[config.mk]
export PLATFORM = sky130hd
export DESIGN_NAME = pending_ack_table_with_timeout
export DESIGN_NICKNAME = d
export VERILOG_FILES = /design/src/design/pat_pkg.sv /design/src/design/pat_ctrl.sv /design/src/design/pat_dp.sv /design/src/design/pending_ack_table_with_timeout.sv
export SDC_FILE = /design/constraint.sdc
export NUM_CORES = 1
export LEC_CHECK = 0
export BUFFER_PORTS_ARGS = -buffer_cell sky130_fd_sc_hd__buf_2
export CAP_MARGIN = 10
export CORE_MARGIN = 2
export CORE_UTILIZATION = 60
export DETAILED_ROUTE_END_ITERATION = 12
export GPL_ROUTABILITY_DRIVEN = 0
export HOLD_SLACK_MARGIN = 0.15
export PLACE_DENSITY = 0.78
export SYNTH_ARGS = -nofsm -noshare
export SYNTH_HDL_FRONTEND = slang
export SYNTH_SLANG_ARGS = --single-unit
export TNS_END_PERCENT = 10
[constraint.sdc]
create_clock -name i_clk -period 11.39 [get_ports i_clk]
set_input_delay 0.5695 -clock i_clk [delete_from_list [all_inputs] [get_ports i_clk]]
set_output_delay 0.5695 -clock i_clk [all_outputs]
set_load 0.005 [all_outputs]
[src/design/pat_pkg.sv]
`timescale 1ns / 1ps
// ----------------------------------------------------------------------------
// pat_pkg
// shared codes, defaults and controller/datapath interface types
// ----------------------------------------------------------------------------
package pat_pkg;

    localparam int SLOTS_DEF       = 8;
    localparam int TOK_LIMIT_DEF   = 8;
    localparam int MAX_RESULTS     = 8;
    localparam int CNT_W           = $clog2(MAX_RESULTS + 1);

    // request types
    localparam logic [1:0] REQ_ADD    = 2'd0;
    localparam logic [1:0] REQ_REMOVE = 2'd1;
    localparam logic [1:0] REQ_TICK   = 2'd2;
    localparam logic [1:0] REQ_RESP   = 2'd3;

    // response status codes
    localparam logic [2:0] ST_SUCCESS   = 3'd0;
    localparam logic [2:0] ST_ERR_CODE  = 3'd1;
    localparam logic [2:0] ST_INVALID   = 3'd2;
    localparam logic [2:0] ST_ERR_PLAIN = 3'd3;

    // result kinds
    typedef logic [3:0] t_kind;
    localparam t_kind K_ADDED     = 4'd0;
    localparam t_kind K_FULL      = 4'd1;
    localparam t_kind K_REMOVED   = 4'd2;
    localparam t_kind K_TIMEOUT   = 4'd3;
    localparam t_kind K_SUCCESS   = 4'd4;
    localparam t_kind K_ERROR     = 4'd5;
    localparam t_kind K_BADSTATUS = 4'd6;
    localparam t_kind K_NOMATCH   = 4'd7;
    localparam t_kind K_MALFORMED = 4'd8;

    // where a result's slot number comes from
    typedef logic [1:0] t_slot_src;
    localparam t_slot_src SRC_IDX  = 2'd0;
    localparam t_slot_src SRC_SEL  = 2'd1;
    localparam t_slot_src SRC_ZERO = 2'd2;

    typedef struct packed {
        logic      load_req;
        logic      clr_idx;
        logic      inc_idx;
        logic      rd;
        logic      wr_add;
        logic      wr_dec;
        logic      free;
        logic      free_at_sel;
        logic      push;
        t_kind     push_kind;
        t_slot_src push_src;
        logic      flush;
    } t_cmd;

    typedef struct packed {
        logic [1:0] req_type;
        logic [2:0] resp_status;
        logic       sel_ok;
        logic       cur_free;
        logic       rd_busy;
        logic       expire;
        logic       notify;
        logic       match;
        logic       idx_last;
        logic       res_room;
    } t_stat;

endpackage

[src/design/pat_ctrl.sv]
`timescale 1ns / 1ps
// ----------------------------------------------------------------------------
// pat_ctrl
// sequencer: decodes a request and walks the slot table
// ----------------------------------------------------------------------------
module pat_ctrl
    import pat_pkg::*;
(
    input  logic  i_clk,
    input  logic  i_rst_n,
    input  logic  start,
    output logic  busy,
    input  t_stat i_stat,
    output t_cmd  o_cmd
);

    localparam logic [2:0] S_IDLE   = 3'd0;
    localparam logic [2:0] S_DECODE = 3'd1;
    localparam logic [2:0] S_ADD    = 3'd2;
    localparam logic [2:0] S_READ   = 3'd3;
    localparam logic [2:0] S_EVAL   = 3'd4;
    localparam logic [2:0] S_FLUSH  = 3'd5;

    logic [2:0] r_state;
    logic [2:0] n_state;

    always_ff @(posedge i_clk) begin
        if (!i_rst_n) begin
            r_state <= S_IDLE;
        end else begin
            r_state <= n_state;
        end
    end

    assign busy = (r_state != S_IDLE);

    always_comb begin
        n_state = r_state;
        o_cmd   = '0;
        o_cmd.push_src = SRC_IDX;
        case (r_state)
            S_IDLE: begin
                if (start) begin
                    o_cmd.load_req = 1'b1;
                    o_cmd.clr_idx  = 1'b1;
                    n_state        = S_DECODE;
                end
            end
            S_DECODE: begin
                case (i_stat.req_type)
                    REQ_ADD: n_state = S_ADD;
                    REQ_REMOVE: begin
                        if (i_stat.sel_ok) begin
                            o_cmd.free        = 1'b1;
                            o_cmd.free_at_sel = 1'b1;
                            o_cmd.push        = 1'b1;
                            o_cmd.push_kind   = K_REMOVED;
                            o_cmd.push_src    = SRC_SEL;
                        end
                        n_state = S_FLUSH;
                    end
                    REQ_TICK: n_state = S_READ;
                    default: begin
                        // malformed document: nothing scanned
                        if (i_stat.resp_status > ST_ERR_PLAIN) begin
                            o_cmd.push      = 1'b1;
                            o_cmd.push_kind = K_MALFORMED;
                            o_cmd.push_src  = SRC_ZERO;
                            n_state         = S_FLUSH;
                        end else begin
                            n_state = S_READ;
                        end
                    end
                endcase
            end
            S_ADD: begin
                if (i_stat.cur_free) begin
                    o_cmd.wr_add    = 1'b1;
                    o_cmd.push      = 1'b1;
                    o_cmd.push_kind = K_ADDED;
                    n_state         = S_FLUSH;
                end else if (i_stat.idx_last) begin
                    o_cmd.push      = 1'b1;
                    o_cmd.push_kind = K_FULL;
                    o_cmd.push_src  = SRC_ZERO;
                    n_state         = S_FLUSH;
                end else begin
                    o_cmd.inc_idx = 1'b1;
                end
            end
            S_READ: begin
                o_cmd.rd = 1'b1;
                n_state  = S_EVAL;
            end
            S_EVAL: begin
                if (i_stat.req_type == REQ_TICK) begin
                    if (i_stat.rd_busy) begin
                        if (i_stat.expire) begin
                            o_cmd.free = 1'b1;
                            if (i_stat.notify && i_stat.res_room) begin
                                o_cmd.push      = 1'b1;
                                o_cmd.push_kind = K_TIMEOUT;
                            end
                        end else begin
                            o_cmd.wr_dec = 1'b1;
                        end
                    end
                    if (i_stat.idx_last) begin
                        n_state = S_FLUSH;
                    end else begin
                        o_cmd.inc_idx = 1'b1;
                        n_state       = S_READ;
                    end
                end else begin
                    if (i_stat.rd_busy && i_stat.match) begin
                        o_cmd.free = 1'b1;
                        o_cmd.push = 1'b1;
                        case (i_stat.resp_status)
                            ST_SUCCESS:  o_cmd.push_kind = K_SUCCESS;
                            ST_ERR_CODE: o_cmd.push_kind = K_ERROR;
                            ST_INVALID:  o_cmd.push_kind = K_BADSTATUS;
                            default:     o_cmd.push_kind = K_MALFORMED;
                        endcase
                        n_state = S_FLUSH;
                    end else if (i_stat.idx_last) begin
                        o_cmd.push      = 1'b1;
                        o_cmd.push_kind = K_NOMATCH;
                        o_cmd.push_src  = SRC_ZERO;
                        n_state         = S_FLUSH;
                    end else begin
                        o_cmd.inc_idx = 1'b1;
                        n_state       = S_READ;
                    end
                end
            end
            S_FLUSH: begin
                o_cmd.flush = 1'b1;
                n_state     = S_IDLE;
            end
            default: n_state = S_IDLE;
        endcase
    end

endmodule

[src/design/pat_dp.sv]
`timescale 1ns / 1ps
// ----------------------------------------------------------------------------
// pat_dp
// slot table, request registers, match logic and result register
// ----------------------------------------------------------------------------
module pat_dp
    import pat_pkg::*;
#(
    parameter int SLOTS     = SLOTS_DEF,
    parameter int TOK_LIMIT = TOK_LIMIT_DEF
) (
    input  logic               i_clk,
    input  logic               i_rst_n,
    input  t_cmd               i_cmd,
    output t_stat              o_stat,
    input  logic [1:0]         i_req_type,
    input  logic [63:0]        i_token,
    input  logic [3:0]         i_tok_count,
    input  logic               i_want_notify,
    input  logic [31:0]        i_timeout_ticks,
    input  logic [2:0]         i_slot_sel,
    input  logic [2:0]         i_resp_status,
    input  logic signed [31:0] i_resp_code,
    output logic               o_valid,
    output logic [3:0]         o_kind,
    output logic [2:0]         o_slot,
    output logic signed [31:0] o_ack_code,
    output logic               o_last
);

    localparam int IDX_W = (SLOTS > 1) ? $clog2(SLOTS) : 1;
    localparam int TB    = TOK_LIMIT - 1;
    localparam int TOK_W = TB * 8;
    localparam int LEN_W = $clog2(TOK_LIMIT);
    localparam int ENT_W = TOK_W + LEN_W + 32 + 1;

    // latched request
    logic [1:0]         r_type;
    logic [63:0]        r_token;
    logic [3:0]         r_len;
    logic               r_notify;
    logic [31:0]        r_ticks;
    logic [2:0]         r_sel;
    logic [2:0]         r_status;
    logic signed [31:0] r_code;

    logic [IDX_W-1:0]   r_idx;
    logic [SLOTS-1:0]   r_busy;
    logic [CNT_W-1:0]   r_cnt;

    // slot memory: {token, len, remaining, notify}
    logic [ENT_W-1:0]   r_mem [SLOTS];
    logic [ENT_W-1:0]   r_rd_data;
    logic               r_rd_busy;

    logic               r_pend_valid;
    t_kind              r_pend_kind;
    logic [2:0]         r_pend_slot;
    logic signed [31:0] r_pend_code;

    logic               r_out_valid;
    t_kind              r_out_kind;
    logic [2:0]         r_out_slot;
    logic signed [31:0] r_out_code;
    logic               r_out_last;

    logic [TOK_W-1:0]   rd_tok;
    logic [LEN_W-1:0]   rd_len;
    logic [31:0]        rd_rem;
    logic               rd_notify;
    logic [TOK_W-1:0]   add_tok;
    logic [LEN_W-1:0]   add_len;
    logic               match;
    logic               run;
    logic [IDX_W-1:0]   free_idx;
    logic [2:0]         push_slot;

    assign rd_tok    = r_rd_data[ENT_W-1 -: TOK_W];
    assign rd_len    = r_rd_data[33 +: LEN_W];
    assign rd_rem    = r_rd_data[32:1];
    assign rd_notify = r_rd_data[0];

    // stored length is capped at TOK_LIMIT-1 bytes
    assign add_len = (r_len > 4'(TB)) ? LEN_W'(TB) : LEN_W'(r_len);

    always_comb begin
        add_tok = '0;
        for (int j = 0; j < TB; j++) begin
            if (LEN_W'(j) < add_len) begin
                add_tok[8*j +: 8] = r_token[8*j +: 8];
            end
        end
    end

    // prefix compare over the stored length, stopping at the first zero byte of the stored token
    always_comb begin
        match = 1'b1;
        run   = 1'b1;
        for (int j = 0; j < TB; j++) begin
            run = run && (LEN_W'(j) < rd_len) && (rd_tok[8*j +: 8] != 8'h00);
            if (run && (rd_tok[8*j +: 8] != r_token[8*j +: 8])) begin
                match = 1'b0;
            end
        end
    end

    assign free_idx = i_cmd.free_at_sel ? IDX_W'(r_sel) : r_idx;

    always_comb begin
        case (i_cmd.push_src)
            SRC_IDX: push_slot = 3'(r_idx);
            SRC_SEL: push_slot = r_sel;
            default: push_slot = 3'd0;
        endcase
    end

    always_ff @(posedge i_clk) begin
        if (i_cmd.load_req) begin
            r_type   <= i_req_type;
            r_token  <= i_token;
            r_len    <= i_tok_count;
            r_notify <= i_want_notify;
            r_ticks  <= i_timeout_ticks;
            r_sel    <= i_slot_sel;
            r_status <= i_resp_status;
            r_code   <= i_resp_code;
        end
        if (i_cmd.clr_idx) begin
            r_idx <= '0;
        end else if (i_cmd.inc_idx) begin
            r_idx <= r_idx + 1'b1;
        end
    end

    // slot memory, one write and one registered read per cycle
    always_ff @(posedge i_clk) begin
        if (i_cmd.wr_add) begin
            r_mem[r_idx] <= {add_tok, add_len, r_ticks, r_notify};
        end else if (i_cmd.wr_dec) begin
            r_mem[r_idx] <= {rd_tok, rd_len, rd_rem - 32'd1, rd_notify};
        end
        if (i_cmd.rd) begin
            r_rd_data <= r_mem[r_idx];
            r_rd_busy <= r_busy[r_idx];
        end
    end

    always_ff @(posedge i_clk) begin
        if (!i_rst_n) begin
            r_busy       <= '0;
            r_cnt        <= '0;
            r_pend_valid <= 1'b0;
            r_out_valid  <= 1'b0;
        end else begin
            if (i_cmd.wr_add) begin
                r_busy[r_idx] <= 1'b1;
            end else if (i_cmd.free) begin
                r_busy[free_idx] <= 1'b0;
            end
            if (i_cmd.load_req) begin
                r_cnt <= '0;
            end else if (i_cmd.push) begin
                r_cnt <= r_cnt + 1'b1;
            end
            if (i_cmd.push) begin
                r_pend_valid <= 1'b1;
            end else if (i_cmd.flush) begin
                r_pend_valid <= 1'b0;
            end
            r_out_valid <= (i_cmd.push || i_cmd.flush) && r_pend_valid;
        end
    end

    // one result held back so the final one can be marked
    always_ff @(posedge i_clk) begin
        if (i_cmd.push) begin
            r_pend_kind <= i_cmd.push_kind;
            r_pend_slot <= push_slot;
            r_pend_code <= (i_cmd.push_kind == K_ERROR) ? r_code : 32'sd0;
        end
        if (i_cmd.push || i_cmd.flush) begin
            r_out_kind <= r_pend_kind;
            r_out_slot <= r_pend_slot;
            r_out_code <= r_pend_code;
            r_out_last <= i_cmd.flush;
        end
    end

    assign o_stat.req_type    = r_type;
    assign o_stat.resp_status = r_status;
    assign o_stat.sel_ok      = ({4'd0, r_sel} < 7'(SLOTS));
    assign o_stat.cur_free    = !r_busy[r_idx];
    assign o_stat.rd_busy     = r_rd_busy;
    assign o_stat.expire      = (rd_rem <= 32'd1);
    assign o_stat.notify      = rd_notify;
    assign o_stat.match       = match;
    assign o_stat.idx_last    = (r_idx == IDX_W'(SLOTS - 1));
    assign o_stat.res_room    = (r_cnt < CNT_W'(MAX_RESULTS));

    assign o_valid    = r_out_valid;
    assign o_kind     = r_out_kind;
    assign o_slot     = r_out_slot;
    assign o_ack_code = r_out_code;
    assign o_last     = r_out_last;

endmodule

[src/design/pending_ack_table_with_timeout.sv]
`timescale 1ns / 1ps
// ----------------------------------------------------------------------------
// pending_ack_table_with_timeout
// table of requests awaiting acknowledgment, with tick-driven expiry
// ----------------------------------------------------------------------------
// one request at a time; busy falls as the final result, if any, goes out, so the
// next request can be taken at the edge that ends that result's cycle
// remove and malformed response go from decode to flush; add searches for a free
// slot; response reads and compares slots to a match, tick reads and ages every slot
// results appear on o_valid one cycle each, final one flagged by o_last
// the receiver cannot stall; synchronous reset empties the table at once (busy bits)

module pending_ack_table_with_timeout
    import pat_pkg::*;
#(
    parameter int SLOTS     = SLOTS_DEF,
    parameter int TOK_LIMIT = TOK_LIMIT_DEF
) (
    input  logic               i_clk,
    input  logic               i_rst_n,
    input  logic               start,
    output logic               busy,
    input  logic [1:0]         i_req_type,
    input  logic [63:0]        i_token,
    input  logic [3:0]         i_tok_count,
    input  logic               i_want_notify,
    input  logic [31:0]        i_timeout_ticks,
    input  logic [2:0]         i_slot_sel,
    input  logic [2:0]         i_resp_status,
    input  logic signed [31:0] i_resp_code,
    output logic               o_valid,
    output logic [3:0]         o_kind,
    output logic [2:0]         o_slot,
    output logic signed [31:0] o_ack_code,
    output logic               o_last
);

    // controller drives commands, datapath returns slot status
    t_cmd  cmd;
    t_stat stat;

    pat_ctrl u_ctrl (
        .i_clk   (i_clk),
        .i_rst_n (i_rst_n),
        .start   (start),
        .busy    (busy),
        .i_stat  (stat),
        .o_cmd   (cmd)
    );

    // slot storage, token compare and the held-back result register
    pat_dp #(
        .SLOTS     (SLOTS),
        .TOK_LIMIT (TOK_LIMIT)
    ) u_dp (
        .i_clk           (i_clk),
        .i_rst_n         (i_rst_n),
        .i_cmd           (cmd),
        .o_stat          (stat),
        .i_req_type      (i_req_type),
        .i_token         (i_token),
        .i_tok_count     (i_tok_count),
        .i_want_notify   (i_want_notify),
        .i_timeout_ticks (i_timeout_ticks),
        .i_slot_sel      (i_slot_sel),
        .i_resp_status   (i_resp_status),
        .i_resp_code     (i_resp_code),
        .o_valid         (o_valid),
        .o_kind          (o_kind),
        .o_slot          (o_slot),
        .o_ack_code      (o_ack_code),
        .o_last          (o_last)
    );

endmodule
# Yosys cells after proc, flatten, opt, wreduce, memory -nomap -nowiden
# Memories as Yosys holds them, arrays and structs flattened. A register that Yosys moved wholly into a read port is not among the register bits.
# Cells that the tools add are included.
# word_totals
n_memories	1
inputBits	144
out_inout_bits	42
elab_cells	195
regBits	233
mem_bits_rw	736
# mem_list
name	words	word_bits	read_ports	rd_clocked_by_memory_dff	write_ports	line	source
u_dp.r_mem	8	92	1	1	1	pat_dp.sv:52	logic [ENT_W-1:0] r_mem [SLOTS];
# op_classes
add_sub_neg	3
bitwise	5
mux	78
n_lt_le_gt_ge	22
reduce_logical	43
n_eq_ne	21
# op_table
op	count
92-bit two-way mux	1
8-bit two-way mux	9
8-bit != test	7
8-bit nonzero test	7
32-bit by 1-bit less-or-equal comparator with 1-bit output (second input constant)	1
1-bit two-way mux	32
32-bit by 1-bit subtractor with 32-bit output (second input constant)	1
5-bit two-way mux	6
3-bit two-way mux	9
1-bit logical AND	25
7-bit two-way mux	3
7-bit one-hot mux with 3 select lines	1
3-bit < comparator (first input constant)	6
3-bit one-hot mux with 5 select lines	1
2-bit two-way mux	7
7-bit one-hot mux with 2 select lines	1
1-bit by 3-bit < comparator with 1-bit output (first input constant)	4
2-bit by 3-bit < comparator with 1-bit output (first input constant)	4
4-bit one-hot mux with 3 select lines	1
3-bit by 2-bit == test with 1-bit output (second input constant)	3
3-bit == test (second input constant)	3
3-bit one-hot mux with 3 select lines	1
8-bit AND	1
3-bit by 4-bit < comparator with 1-bit output (second input constant)	2
27 further kinds	36

# Longest topological paths before layout
# logic_depth
word_depth	22
mapped_depth	11
ltp_nobuf	11

# By module
# Synthesis repeated with hierarchy kept, for this count alone.
# unflattened
hier_cells	2167
hier_area_um2	38961.1
# modules_own_cells
module	area_per_inst_um2	seq_area_each_um2	cells_per_inst	instances
pat_dp	38458.1	31600.3	2094	1
pat_ctrl	503.0	60.1	73	1

# Least setup slack after synthesis
# OpenSTA, ideal clock, no wires.
# synth_path
path_type	flip-flop to flip-flop
from	register u_dp.r_idx[0]
to	memory u_dp.r_mem[5][0] (netlist bit) (enable)
synth_period_minus_slack_ns	8.725
stages_incl_launch_ff	9
arrival_ns	8.070
setup_time_ns	0.656
path_buffers	1
required_time_ns	10.734
setup_slack_ns	2.665
path_cell_list	dfxtp_1 > clkbuf_1 > mux2i_1 > o21ai_0 > nand2_1 > nand2_1 > nor4_2 > nor2_1 > nor3_1
# synth_via
elab_chain_len	7
elab_cells_between_ends	9
cone_classes	mux (8); bitwise (1)
# synth_rtl
item	line	source
from (decl)	pat_dp.sv:47	logic [IDX_W-1:0] r_idx;
from (signal assigned)	pat_dp.sv:131	r_idx <= r_idx + 1'b1;
1-bit binary-select mux with 3-bit select	pat_dp.sv:192	assign o_stat.cur_free = !r_busy[r_idx];
1-bit two-way mux (not written as such)	pat_dp.sv:192	
1-bit two-way mux	pat_ctrl.sv:77	if (i_stat.cur_free) begin
1-bit two-way mux	pat_ctrl.sv:41	case (r_state)
1-bit two-way mux	pat_dp.sv:137	if (i_cmd.wr_add) begin
1-bit two-way mux, on equally long branches	pat_dp.sv:138, pat_dp.sv:140	
1-bit bitwise OR (no source line)	n/a	
to (decl)	pat_dp.sv:52	
# Several ways; a longest one is shown, not always the timed one. The select of a mux whose other input is x is not followed.

# Worst setup path in the final report
# layout_path
from	register u_dp.r_idx[0]
to	memory u_dp.r_mem[2][89] (netlist bit) (enable)
# Same word-level chain as after synthesis.

==> metrics.md <==
| Metric | Value |
|---|---|
| Outcome | finished, final reports clean |
| Most frequent cells in the layout | edfxtp_1 (1,041), a22oi_1 (368), nand2_1 (178), buf_2 (177), dlygate4sd3_1 (133) |
| Distinct cells, synth | 61 |
| Layout cell share with drive strength beyond 1 | 13.9% |
| HPWL after DPL | around 47,000 microns |
| Leak | approximately 15 nW |
| Die H | about 260 microns |
| Mapped Area | about 0.039 sq mm |
| Drt drc | 0 |
| Max_cap viols | 0 |
| PnR Total Power | 8.60 mW |
| Clk_skew | around 46 ps |
| Final WL | between 90,000 and 100,000 microns |
| Fmax | approximately 190 MHz |
| Clock buffer count from CTS | 100 |
| Post-synth EDFFs | between 1k and 1.5k |
| Async SR Flop Fraction | 0% |
| Clock buffer depth | 3 |
| Worst-skew pair later-pin latency | roughly 670 ps |
| Startpoint types | flip-flop |
| Clock transition at path regs | about 60 ps |
| NumNets Final | ~2.7k |
| Final WS setup | just over 6000 ps |
| Die footprint | a little under 0.07 sq mm |
| Post-CTS setup buffer count | 0 |
| Fraction of the yosys area taken by sequential cells | 81.0% |
| P per Cell Area | 190 mW/mm^2 |
| Most common cell after layout, fill and taps aside | edfxtp_1 |
| Final Hold Fails | 0 |
| Data required, critical path | ~12,000 ps |
| Clock period minus worst slack | approximately 5200 ps |
| CP arrival | 5430 ps |
| First-pass GRT wire length | 136,000 microns |
| Core area | 0.0645 sq mm |
| Vias in the first global route | approximately 23k |
| CP Max Fanout | 50 |
| Clock sinks | 1,061 |
| Hold Path Class | in2reg |
| Vias per cell | 6.47 |
| Setup violators final | 0 |
| TritonCTS clock tree | done |
| Post-synthesis cell count | between 2k and 2.5k |
| #FFs+latches synth | 1,061 |
| Num ports | 186 |
| WS Path Type | reg2reg |
| Post-route ant nets | 0 |
| P&R area growth vs syn | 16.0% |
| Pre-CTS WS | 6340 ps |
| Measured slew at the worst slew-check pin | roughly 1100 ps |
| Setup TNS | 0 ps |
| Pin count of the biggest net entering global routing | 71 |
| Maximum vdd ir drop | 0.138 mV |
| Htree depth | 3 |
| Antenna cells | 0 |
| Initial DRC Count | 3,192 |
| # rows | 93 |
| Syn_area_per_cell | 17.2 sq um |
| Via total after detailed routing | 22.9k |
| YS warnings | 0 |
| Tcrit/Tclk final | between 40% and 50% |
| Buffers on Ports | about 180 |
| Slew headroom | around 24% |
| Initial Util | slightly above 60% |
| Die width | 259 microns |
| FILL cells | between 3k and 4k |
| CTS Root Cell | clkbuf_16 |
| RSZ-0062 raised after global routing | false |
| Slew Limit Fails | 0 |
| Gr usage total | 27.0% |
| Syn nets | ~2.4k |
| Initial antenna violation count | 0 |
| Most used flip-flop cell after synthesis | edfxtp_1 |
| Grt ovf | 0 |
| Wire per inst | approximately 26 microns |
| CP endpoint kind | flip-flop |
| Pre-antenna DRT Iters | 8 |
area by class of cell:
cell class | instances | area, sq um | share of cell area (%)
timing repair buffer | 348 | 2500 | 5.52
tap | 855 | 1070 | 2.36
inverter | 10 | 37.5 | 0.0828
clock inverter | 56 | 394 | 0.869
clock buffer | 128 | 2660 | 5.87
multi-input combinational | 1079 | 7010 | 15.5
sequential | 1061 | 31700 | 69.8
critical path: stages (launching register included):
cell      delay, ps
dfxtp_1         770
mux2i_1         270
o21ai_0          90
a222oi_1        380
nand2_1         210
nor4_2          680
nor2_1           90
buf_4           240
nor2b_4         660
buf_4           550
buf_4           810
final timing paths:
path	startpoint	to	slack, ps	depth (start not counted)
min	i_rst_n	u_dp.r_busy[7]$_SDFFE_PN0P_	290	3
max	u_dp.r_idx[0]$_SDFFE_PP0P_	u_dp.r_mem[2][89]$_DFFE_PP_	6230	10
min reg2reg	u_dp.r_pend_code[4]$_SDFFCE_PP0P_	u_dp.o_ack_code[4]$_DFFE_PP_	410	0
max reg2reg	u_dp.r_idx[0]$_SDFFE_PP0P_	u_dp.r_mem[2][89]$_DFFE_PP_	6230	10
sequential cells by signal, summed over array words and instances (netlist names):
| signal | cells |
|---|---|
| u_dp.o_last | 1 |
| u_dp.r_pend_valid | 1 |
| u_dp.r_status | 3 |
| u_dp.o_ack_code | 32 |
| u_dp.r_idx | 3 |
| u_dp.r_pend_slot | 3 |
| u_dp.r_sel | 3 |
| u_dp.r_cnt | 4 |
| u_dp.r_code | 32 |
| u_dp.r_notify | 1 |
| u_dp.r_rd_busy | 1 |
| u_dp.r_pend_code | 32 |
| u_dp.r_token | 56 |
| u_dp.r_len | 4 |
| u_dp.r_mem | 736 |
| u_dp.o_kind | 4 |
| u_dp.r_rd_data | 92 |
| u_dp.o_valid | 1 |
| u_dp.r_busy | 8 |
| u_ctrl.r_state | 3 |
| u_dp.r_ticks | 32 |
| u_dp.r_pend_kind | 4 |
| u_dp.r_type | 2 |
| u_dp.o_slot | 3 |
routing by layer:
layer | wire length [microns] | vias to the layer above | global-route usage (%)
met1 | 34300 | 11400 | 37.0
met3 | 9340 | 195 | 4.62
li1 | - | 9786 | -
met4 | 2310 | 0 | 8.43
met5 | 0 | - | 0
met2 | 45100 | 1483 | 45.0
logic make-up (layout without fill, tap and decap cells):
logic type                 Yosys count  in the layout  share of synthesized area, %
muxes                               10             10                         0.259
and+or+nand+nor                    512            512                          6.65
adders and majority gates            5              5                         0.160
DFF                               1061           1061                          81.0
buffers and inverters              133            542                          1.35
xor gates and xnor gates            84             84                          1.88
AOI/OAI and AO/OA                  468            468                          8.71
report_power, final:
part	switching (mW)	internal, mW	leakage [nW]
Combinational	0.517	0.271	3.65
Clock	1.39	1.72	1.49
Sequential	0.0966	4.60	9.66
Total	2.01	6.59	14.8
repair_timing:
| action | in CTS | in global routing |
|---|---|---|
| endpoints found under the hold margin | 133 | 0 |
| gates resized for setup | 0 | 0 |
| hold buffers | 133 | 0 |
stage by stage:
step	hold slack, ps	cell area (sq um)	std cells	utilization [%]
final	293	45300	3537	70.3
after CTS	259	45300	3537	70.3
after detailed placement	405	41000	3220	63.5
after global placement	401	41000	3220	63.5
after global routing	284	45300	3537	70.3
after floorplan	400	39100	2273	-
Yosys cell counts (5+ instances only):
master / n / area, sq um
ha_1: 5 / 62.6
xnor2_1: 52 / 455
nor4_1: 27 / 169
nand2_1: 178 / 668
clkbuf_1: 109 / 409
nand3_1: 63 / 315
a21oi_1: 13 / 65.1
o21ai_0: 37 / 185
a21o_1: 13 / 97.6
a31oi_1: 6 / 37.5
or4_1: 5 / 37.5
nor3_1: 13 / 65.1
nor2_1: 44 / 165
and3_1: 5 / 31.3
and2_1: 33 / 206
nand2b_1: 6 / 37.5
xor2_1: 32 / 280
dfxtp_1: 20 / 400
edfxtp_1: 1041 / 31300
a22oi_1: 368 / 2760
inv_1: 9 / 33.8
nand4_1: 104 / 651
mux2i_1: 9 / 90.1
buf_1: 10 / 37.5
nor2b_1: 9 / 56.3
or3_1: 7 / 43.8
Power figures use the tool's default switching activity.
